==> src/hw/rtl/lfp_pkg.sv <==
// Package for the lidar frame parser: frame constants, parse phase codes
// and the result record shared by the parser, output register and top level.
// No dependencies.
package lfp_pkg;

	// Frame framing constants.
	localparam logic [7:0] SyncByte     = 8'hFA;
	localparam logic [7:0] IndexLow     = 8'hA0;
	localparam logic [7:0] IndexHigh    = 8'hF9;
	localparam int         FoldShift    = 15;
	localparam int         InvalidBit   = 7;
	localparam int         DistHighBits = 6;

	// Frame positions (byte offsets within the 22-byte frame).
	localparam logic [4:0] FirstDataPos = 5'd2;
	localparam logic [4:0] SpeedPos     = 5'd3;
	localparam logic [4:0] FirstDistPos = 5'd5;
	localparam logic [4:0] LastDistPos  = 5'd17;
	localparam logic [4:0] LastPos      = 5'd21;

	// Parse phase codes.
	localparam logic [1:0] PhHunt    = 2'd0;
	localparam logic [1:0] PhIndex   = 2'd1;
	localparam logic [1:0] PhCollect = 2'd2;

	localparam int NumDist  = 4;
	localparam int DistW    = 14;
	localparam int SumW     = 26;

	// One completed frame as delivered on the result channel.
	typedef struct packed {
		logic [7:0]                        frame_index;
		logic [15:0]                       motor_speed;
		logic                              checksum_ok;
		logic [NumDist-1:0][DistW-1:0]     distance;
		logic [NumDist-1:0]                dist_valid;
	} frame_res_t;

	// Parser status seen by the top level.
	typedef struct packed {
		logic [1:0] phase;
		logic [4:0] position;
	} parse_stat_t;

endpackage

==> src/hw/rtl/lfp_parser.sv <==
// Byte-level frame parser: sync hunt, index check, word assembly, running
// checksum and field capture. Flags the frame-ending byte combinationally.
// Depends on lfp_pkg.
module lfp_parser (
	input  logic                clk,
	input  logic                arst_n,
	input  logic [7:0]          rx_byte,
	input  logic                step,
	output logic                frame_done,
	output lfp_pkg::frame_res_t result,
	output lfp_pkg::parse_stat_t stat
);

	logic [1:0]  phase_q, phase_d;
	logic [4:0]  pos_q, pos_d;
	logic [lfp_pkg::SumW-1:0] sum_q, sum_d;
	logic        sum_we;
	logic [7:0]  pend_q;
	logic        pend_we;
	logic [7:0]  index_q;
	logic        index_we;
	logic [15:0] speed_q;
	logic        speed_we;
	logic [lfp_pkg::NumDist-1:0][lfp_pkg::DistW-1:0] dist_q;
	logic [lfp_pkg::NumDist-1:0] vld_q;
	logic        dist_we;
	logic [4:0]  dist_off;
	logic [1:0]  dist_sel;
	logic [15:0] word;
	logic [15:0] fold_sum;
	logic        index_in_range;
	logic        cks_ok;

	// Word assembled from the pending low byte and the current high byte.
	assign word           = {rx_byte, pend_q};
	assign index_in_range = (rx_byte >= lfp_pkg::IndexLow) && (rx_byte <= lfp_pkg::IndexHigh);
	assign dist_off       = pos_q - lfp_pkg::FirstDistPos;
	assign dist_sel       = dist_off[3:2];

	// Next-state logic for phase, position and the capture enables.
	always_comb begin
		phase_d    = phase_q;
		pos_d      = pos_q;
		sum_d      = sum_q;
		sum_we     = 1'b0;
		pend_we    = 1'b0;
		index_we   = 1'b0;
		speed_we   = 1'b0;
		dist_we    = 1'b0;
		frame_done = 1'b0;
		unique case (phase_q)
			lfp_pkg::PhIndex: begin
				if (index_in_range) begin
					index_we = 1'b1;
					sum_we   = 1'b1;
					sum_d    = {10'd0, rx_byte, lfp_pkg::SyncByte};
					pos_d    = lfp_pkg::FirstDataPos;
					phase_d  = lfp_pkg::PhCollect;
				end else begin
					phase_d = lfp_pkg::PhHunt;
				end
			end
			lfp_pkg::PhCollect: begin
				if (!pos_q[0]) begin
					pend_we = 1'b1;
					pos_d   = pos_q + 5'd1;
				end else if (pos_q < lfp_pkg::LastPos) begin
					sum_we   = 1'b1;
					sum_d    = {sum_q[lfp_pkg::SumW-2:0], 1'b0} + {10'd0, word};
					speed_we = (pos_q == lfp_pkg::SpeedPos);
					dist_we  = (pos_q >= lfp_pkg::FirstDistPos) &&
						(pos_q <= lfp_pkg::LastDistPos) && (dist_off[1:0] == 2'b00);
					pos_d    = pos_q + 5'd1;
				end else begin
					frame_done = 1'b1;
					phase_d    = lfp_pkg::PhHunt;
					pos_d      = 5'd0;
				end
			end
			default: begin
				// Hunting, and the unused phase code behaves the same.
				phase_d = (rx_byte == lfp_pkg::SyncByte) ? lfp_pkg::PhIndex : lfp_pkg::PhHunt;
			end
		endcase
	end

	// Control state.
	always_ff @(posedge clk or negedge arst_n) begin
		if (!arst_n) begin
			phase_q <= lfp_pkg::PhHunt;
			pos_q   <= 5'd0;
		end else if (step) begin
			phase_q <= phase_d;
			pos_q   <= pos_d;
		end
	end

	// Frame field holding registers.
	always_ff @(posedge clk) begin
		if (step) begin
			if (sum_we)   sum_q   <= sum_d;
			if (pend_we)  pend_q  <= rx_byte;
			if (index_we) index_q <= rx_byte;
			if (speed_we) speed_q <= word;
			if (dist_we) begin
				vld_q[dist_sel]  <= ~rx_byte[lfp_pkg::InvalidBit];
				dist_q[dist_sel] <= {rx_byte[lfp_pkg::DistHighBits-1:0], pend_q};
			end
		end
	end

	// Fold the running sum to 15 bits and compare with the received word.
	assign fold_sum = {1'b0, sum_q[lfp_pkg::FoldShift-1:0]} +
		{5'd0, sum_q[lfp_pkg::SumW-1:lfp_pkg::FoldShift]};
	assign cks_ok   = ({1'b0, fold_sum[lfp_pkg::FoldShift-1:0]} == word);

	// Result record; distances are zeroed when invalid or on checksum failure.
	always_comb begin
		result.frame_index = index_q;
		result.motor_speed = speed_q;
		result.checksum_ok = cks_ok;
		for (int k = 0; k < lfp_pkg::NumDist; k++) begin
			result.dist_valid[k] = cks_ok & vld_q[k];
			result.distance[k]   = (cks_ok & vld_q[k]) ? dist_q[k] : '0;
		end
	end

	assign stat.phase    = phase_q;
	assign stat.position = pos_q;

endmodule

==> src/hw/rtl/lfp_out_reg.sv <==
// Result register for the frame parser output channel: holds one result
// beat until the consumer takes it. Depends on lfp_pkg.
module lfp_out_reg (
	input  logic                clk,
	input  logic                arst_n,
	input  logic                load,
	input  lfp_pkg::frame_res_t load_data,
	input  logic                out_ready,
	output logic                out_valid,
	output logic                can_load,
	output lfp_pkg::frame_res_t data
);

	logic               valid_q;
	lfp_pkg::frame_res_t data_q;

	// The slot is free when empty or when its beat leaves this cycle.
	assign can_load = !valid_q || out_ready;

	always_ff @(posedge clk or negedge arst_n) begin
		if (!arst_n) begin
			valid_q <= 1'b0;
		end else if (load) begin
			valid_q <= 1'b1;
		end else if (out_ready) begin
			valid_q <= 1'b0;
		end
	end

	always_ff @(posedge clk) begin
		if (load) begin
			data_q <= load_data;
		end
	end

	assign out_valid = valid_q;
	assign data      = data_q;

endmodule

==> src/hw/rtl/lidar_frame_parser_core.sv <==
// Top level of the lidar frame parser: input register, parser and result
// register. Depends on lfp_pkg, lfp_parser and lfp_out_reg.
//
//   channel | signals                          | beat
//   input   | in_valid, in_ready, rx_byte      | one received byte
//   result  | out_valid, out_ready, fields     | one parsed frame
//
// One byte is taken per cycle while the input is not stalled. A byte is captured
// in the input register and parsed from there, and a frame result is loaded into
// the result register when the final byte is parsed. The input stalls only when a
// frame's final byte sits in the input register while the result register still
// holds an untaken frame. Reset returns the parser to sync hunting and empties
// both registers.
module lidar_frame_parser_core (
	input  logic        clk,
	input  logic        arst_n,
	input  logic        in_valid,
	output logic        in_ready,
	input  logic [7:0]  rx_byte,
	output logic        out_valid,
	input  logic        out_ready,
	output logic [7:0]  frame_index,
	output logic [15:0] motor_speed,
	output logic        checksum_ok,
	output logic [13:0] dist_a,
	output logic [13:0] dist_b,
	output logic [13:0] dist_c,
	output logic [13:0] dist_d,
	output logic        valid_a,
	output logic        valid_b,
	output logic        valid_c,
	output logic        valid_d
);

	logic                 valid_s1;
	logic [7:0]           byte_s1;
	logic                 advance;
	logic                 frame_done;
	logic                 can_load;
	lfp_pkg::frame_res_t  result;
	lfp_pkg::frame_res_t  res_out;
	lfp_pkg::parse_stat_t stat;

	// The held byte advances unless it ends a frame and the result slot is full.
	assign advance  = valid_s1 && (!frame_done || can_load);
	assign in_ready = !valid_s1 || advance;

	// Input register.
	always_ff @(posedge clk or negedge arst_n) begin
		if (!arst_n) begin
			valid_s1 <= 1'b0;
		end else if (in_ready) begin
			valid_s1 <= in_valid;
		end
	end

	always_ff @(posedge clk) begin
		if (in_ready && in_valid) begin
			byte_s1 <= rx_byte;
		end
	end

	lfp_parser u_parser (
		.clk        (clk),
		.arst_n     (arst_n),
		.rx_byte    (byte_s1),
		.step       (advance),
		.frame_done (frame_done),
		.result     (result),
		.stat       (stat)
	);

	lfp_out_reg u_out (
		.clk       (clk),
		.arst_n    (arst_n),
		.load      (advance && frame_done),
		.load_data (result),
		.out_ready (out_ready),
		.out_valid (out_valid),
		.can_load  (can_load),
		.data      (res_out)
	);

	// Result fields.
	assign frame_index = res_out.frame_index;
	assign motor_speed = res_out.motor_speed;
	assign checksum_ok = res_out.checksum_ok;
	assign dist_a      = res_out.distance[0];
	assign dist_b      = res_out.distance[1];
	assign dist_c      = res_out.distance[2];
	assign dist_d      = res_out.distance[3];
	assign valid_a     = res_out.dist_valid[0];
	assign valid_b     = res_out.dist_valid[1];
	assign valid_c     = res_out.dist_valid[2];
	assign valid_d     = res_out.dist_valid[3];

	// A frame-ending byte must wait while an untaken result is held.
	assert property (@(posedge clk) disable iff (!arst_n)
		(valid_s1 && frame_done && out_valid && !out_ready) |-> !in_ready)
		else $error("frame end advanced over a held result");

	// While collecting, the position stays inside the data part of the frame.
	assert property (@(posedge clk) disable iff (!arst_n)
		(stat.phase == lfp_pkg::PhCollect) |->
		(stat.position >= lfp_pkg::FirstDataPos && stat.position <= lfp_pkg::LastPos))
		else $error("byte position out of frame range");

	// A failed checksum delivers no distances and no valid flags.
	assert property (@(posedge clk) disable iff (!arst_n)
		(out_valid && !checksum_ok) |->
		(!valid_a && !valid_b && !valid_c && !valid_d &&
		dist_a == 14'd0 && dist_b == 14'd0 && dist_c == 14'd0 && dist_d == 14'd0))
		else $error("distances given on checksum failure");

	// An empty input register always accepts.
	assert property (@(posedge clk) disable iff (!arst_n)
		!valid_s1 |-> in_ready)
		else $error("input stalled with empty input register");

endmodule

==> config.mk <==
export PLATFORM = sky130hd
export DESIGN_NAME = lidar_frame_parser_core
export DESIGN_NICKNAME = d
export VERILOG_FILES = /design/src/hw/rtl/lfp_pkg.sv /design/src/hw/rtl/lfp_parser.sv /design/src/hw/rtl/lfp_out_reg.sv /design/src/hw/rtl/lidar_frame_parser_core.sv
export SDC_FILE = /design/constraint.sdc
export NUM_CORES = 1
export LEC_CHECK = 0
export BUFFER_PORTS_ARGS = -buffer_cell sky130_fd_sc_hd__buf_4
export CORE_MARGIN = 8
export CORE_UTILIZATION = 50
export DETAILED_ROUTE_END_ITERATION = 10
export PLACE_DENSITY_LB_ADDON = 0.25
export SYNTH_ARGS = -nofsm -noshare
export SYNTH_HDL_FRONTEND = slang
export SYNTH_HIERARCHICAL = 1
export SYNTH_SLANG_ARGS = --single-unit
==> constraint.sdc <==
create_clock -name clk -period 4.2 [get_ports clk]
set_clock_uncertainty 0.15 [all_clocks]
set_input_delay 0.84 -clock clk [delete_from_list [all_inputs] [get_ports clk]]
set_output_delay 0.84 -clock clk [all_outputs]
set_load 0.01 [all_outputs]
==> flow_summary_export.csv <==
group,metric,value,unit
run_status,status,"finished, final reports clean",
cts,root_buffer,"clkbuf_16",
cells_and_area,layout-drive-gt1-share,21.7,%
setup_path,critPathKind,"reg -> reg",
timing,timing.fmax,0.271,GHz
route,drc,0,
cts,cts_tree,"yes",
timing,finalSetupTns,0,ps
run,cap_violations,0,
logic_synthesis,synth_cell_types,65,
timing,grt_setup_unrepaired,"false",
cells_and_area,synthToLayoutAreaGrowth,18.5,%
logic_synthesis,avgSynthCellArea,14.8,µm²
logic_synthesis,synth_nets,709,
floorplan,die_h,156,µm
route,initialDrtViolationCount,300,
cells_and_area,final_nets,820,
route,via_per_inst,5.52,
cts,holdBufCountCts,1,
global_routing,antenna_found_initial,0,
floorplan,die_w,156,µm
global_routing,grt-ovfl-total,0,
floorplan,core,19300,µm²
pwr,p_leak,3.92,nW
timing,hold_viol_final,0,
route,drtAntennaViolNets,0,
cells_and_area,n_antenna_cell,0,
worst_hold_path,hold_path.class,"reg -> reg",
global_routing,grtUsageTotal,16.6,%
logic_synthesis,syn_area,9810,µm²
setup_path,start_kind,"flip-flop",
setup_path,r2r_end,"u_out/data[56]",
cts,htreeDepth,1,
cts,cts_resized,0,
timing,finalSetupViolations,0,
cts,insertion_delay,510,ps
floorplan,ios,99,
timing,relSlewSlack,14.2,%
timing,fin_crit_sh,87.8,%
logic_synthesis,async_flop_share,4.09,%
timing,fin_hold_ws,267,ps
place,port_buffers,98,
route,vias,5817,
route,drtPass1Iterations,4,
pwr,ir_drop,253,µV
route,wl,20500,µm
worst_hold_path,min_to,"u_out/data[66]",
setup_path,crit_path_end_kind,"flip-flop",
pwr,power.density,391,nW/µm²
setup_path,reg2reg_slack,510,ps
floorplan,rows,51,
setup_path,reg2reg_from,"u_parser/sum_q[15]",
setup_path,r2r_cells,10,
setup_path,critPathMaxFanout,32,
logic_synthesis,ys_warn_count,6,
global_routing,grt_pass1_vias,5780,
cts,cts_made_buffers,22,
setup_path,worstPathRequired,4300,ps
logic_synthesis,synth-seq-area-share,66.9,%
timing,min_period,3690,ps
floorplan,start_util,50.7,%
worst_hold_path,hold_depth,0,
place,place.detailed.hpwl,14100,µm
timing,worst_pin_slew,1280,ps
logic_synthesis,synth_cells,664,
cts,cts_setup_buffers,0,
timing,slew_viol_final,0,
global_routing,grt_max_degree,62,
logic_synthesis,yosys_register_bits,220,
cts,cts_num_sinks,220,
setup_path,crit_arrival,3790,ps
logic_synthesis,synth_flop_cell,"edfxtp_1",
cts,cts_buffer_depth,3,
cts,clkTransAtPathRegs,60,ps
place,gp_congestion,0.902,
route,post_drt_wl_per_cell,19.5,µm
worst_hold_path,min-delay-start,"u_parser/speed_q[5]",
logic_synthesis,synth_edf_count,211,
floorplan,die_area,24400,µm²
global_routing,grt_pass1_wl,31900,µm
[synth_stat cells (14+ instances only)]
| cell type | count | area share, % |
|---|---|---|
| edfxtp_1 | 211 | 65 |
| nor4bb_1 | 52 | 5.3 |
| nand2_1 | 35 | 1.3 |
| ha_1 | 31 | 4.0 |
| nor2_1 | 29 | 1.1 |
| o21ai_0 | 27 | 1.4 |
| a21oi_1 | 23 | 1.2 |
| xnor2_1 | 21 | 1.9 |
| inv_1 | 19 | 0.73 |
| xor2_1 | 16 | 1.4 |
| nand3_1 | 15 | 0.77 |
| clkbuf_1 | 14 | 0.54 |
[layout make-up]
type / instances / area, µm²
Clock inverter: 14 / 188
Tap cell: 265 / 332
Inverter: 19 / 71.3
Timing Repair Buffer: 114 / 883
Clock buffer: 24 / 558
Multi-Input combinational cell: 398 / 3030
Sequential cell: 220 / 6560
Fill cell: 1464 / 7710
[metrics by stage]
step	area, µm²	utilization, %	instances	setup slack (ps)	total power [mW]
2_1_floorplan	9810	-	664	461	2.54
3_3_place_gp	10900	56.2	1015	591	2.59
3_5_place_dp	10900	56.2	1015	545	2.59
4_1_cts	11600	60.1	1054	529	4.58
5_1_grt	11600	60.1	1054	176	4.68
6_report	11600	60.1	1054	511	4.54
[metal layers]
layer / global-route usage (%) / share of wire [%] / wire length, µm / vias up
met5: 0 / 0 / 0 / -
met4: 4.81 / 1.8 / 371 / 0
met3: 3.19 / 6.5 / 1330 / 25
met2: 27.7 / 48 / 9770 / 167
met1: 21.7 / 44 / 9070 / 2838
li1: - / - / - / 2787
[cell usage in the layout, fill, tap and decap left out, drive strengths merged, types with 8 or more instances in the layout]
master | netlist | layout
edfxtp | 211 | 211
buf | 13 | 113
nor4bb | 52 | 52
nand2 | 35 | 35
o21ai | 34 | 34
ha | 31 | 31
nor2 | 29 | 29
a21oi | 25 | 25
clkbuf | 14 | 24
xnor2 | 21 | 21
inv | 19 | 19
xor2 | 18 | 18
nand3 | 15 | 15
and2 | 10 | 10
clkinv | 0 | 10
dfrtp | 9 | 9
nor3 | 8 | 8
a211oi | 8 | 8
[critical path, stage by stage (launching register included)]
cell and delay (ps):
edfxtp_1 500, ha_1 270, fa_1 420, a211oi_2 340
o21ai_1 170, o21ai_2 120, xor2_1 110, a21oi_1 180
o22a_2 540, buf_4 390, and4bb_1 230
[sequential cells by signal, indices dropped and copies added (netlist names)]
| name | flops |
|---|---|
| u_out/out_valid | 1 |
| byte_s1 | 8 |
| u_parser/sum_q | 26 |
| u_parser/pend_q | 8 |
| u_parser/speed_q | 16 |
| u_parser/pos_q | 5 |
| u_out/data | 85 |
| u_parser/phase_q | 2 |
| u_parser/dist_q | 56 |
| u_parser/index_q | 8 |
| u_parser/vld_q | 4 |
| valid_s1 | 1 |
[where the power goes]
group / internal, mW / switching, mW / total (mW) / leakage, nW
Clock: 1.21 / 0.786 / 1.99 / 0.363
Sequential: 2.39 / 0.0192 / 2.41 / 1.88
Combinational: 0.0521 / 0.0838 / 0.136 / 1.68
Total: 3.65 / 0.889 / 4.54 / 3.92
[worst max-delay path by stage]
stage,startpoint,endpoint,slack [ps],depth (start not counted)
2_1_floorplan,u_parser/pos_q[0],u_parser/sum_q[0],460,10
3_3_place_gp,u_parser/sum_q[15],u_out/data[54],590,10
3_5_place_dp,u_parser/sum_q[15],u_out/data[56],540,10
4_1_cts,u_parser/sum_q[15],u_out/data[56],530,10
5_1_grt,u_parser/pos_q[0],u_parser/sum_q[21],180,12
6_report,u_parser/sum_q[15],u_out/data[56],510,10
[kinds of logic after synthesis]
group / share of synthesized area (%)
AO/OA/AOI/OAI: 7.30
XOR/XNOR: 3.64
adder cells (fa/ha/maj): 4.36
buffers and inverters: 2.32
flip-flops: 66.9
multiplexers: 1.31
AND/OR/NAND/NOR: 14.2
No activity file was read; power rests on OpenSTA's default activity.
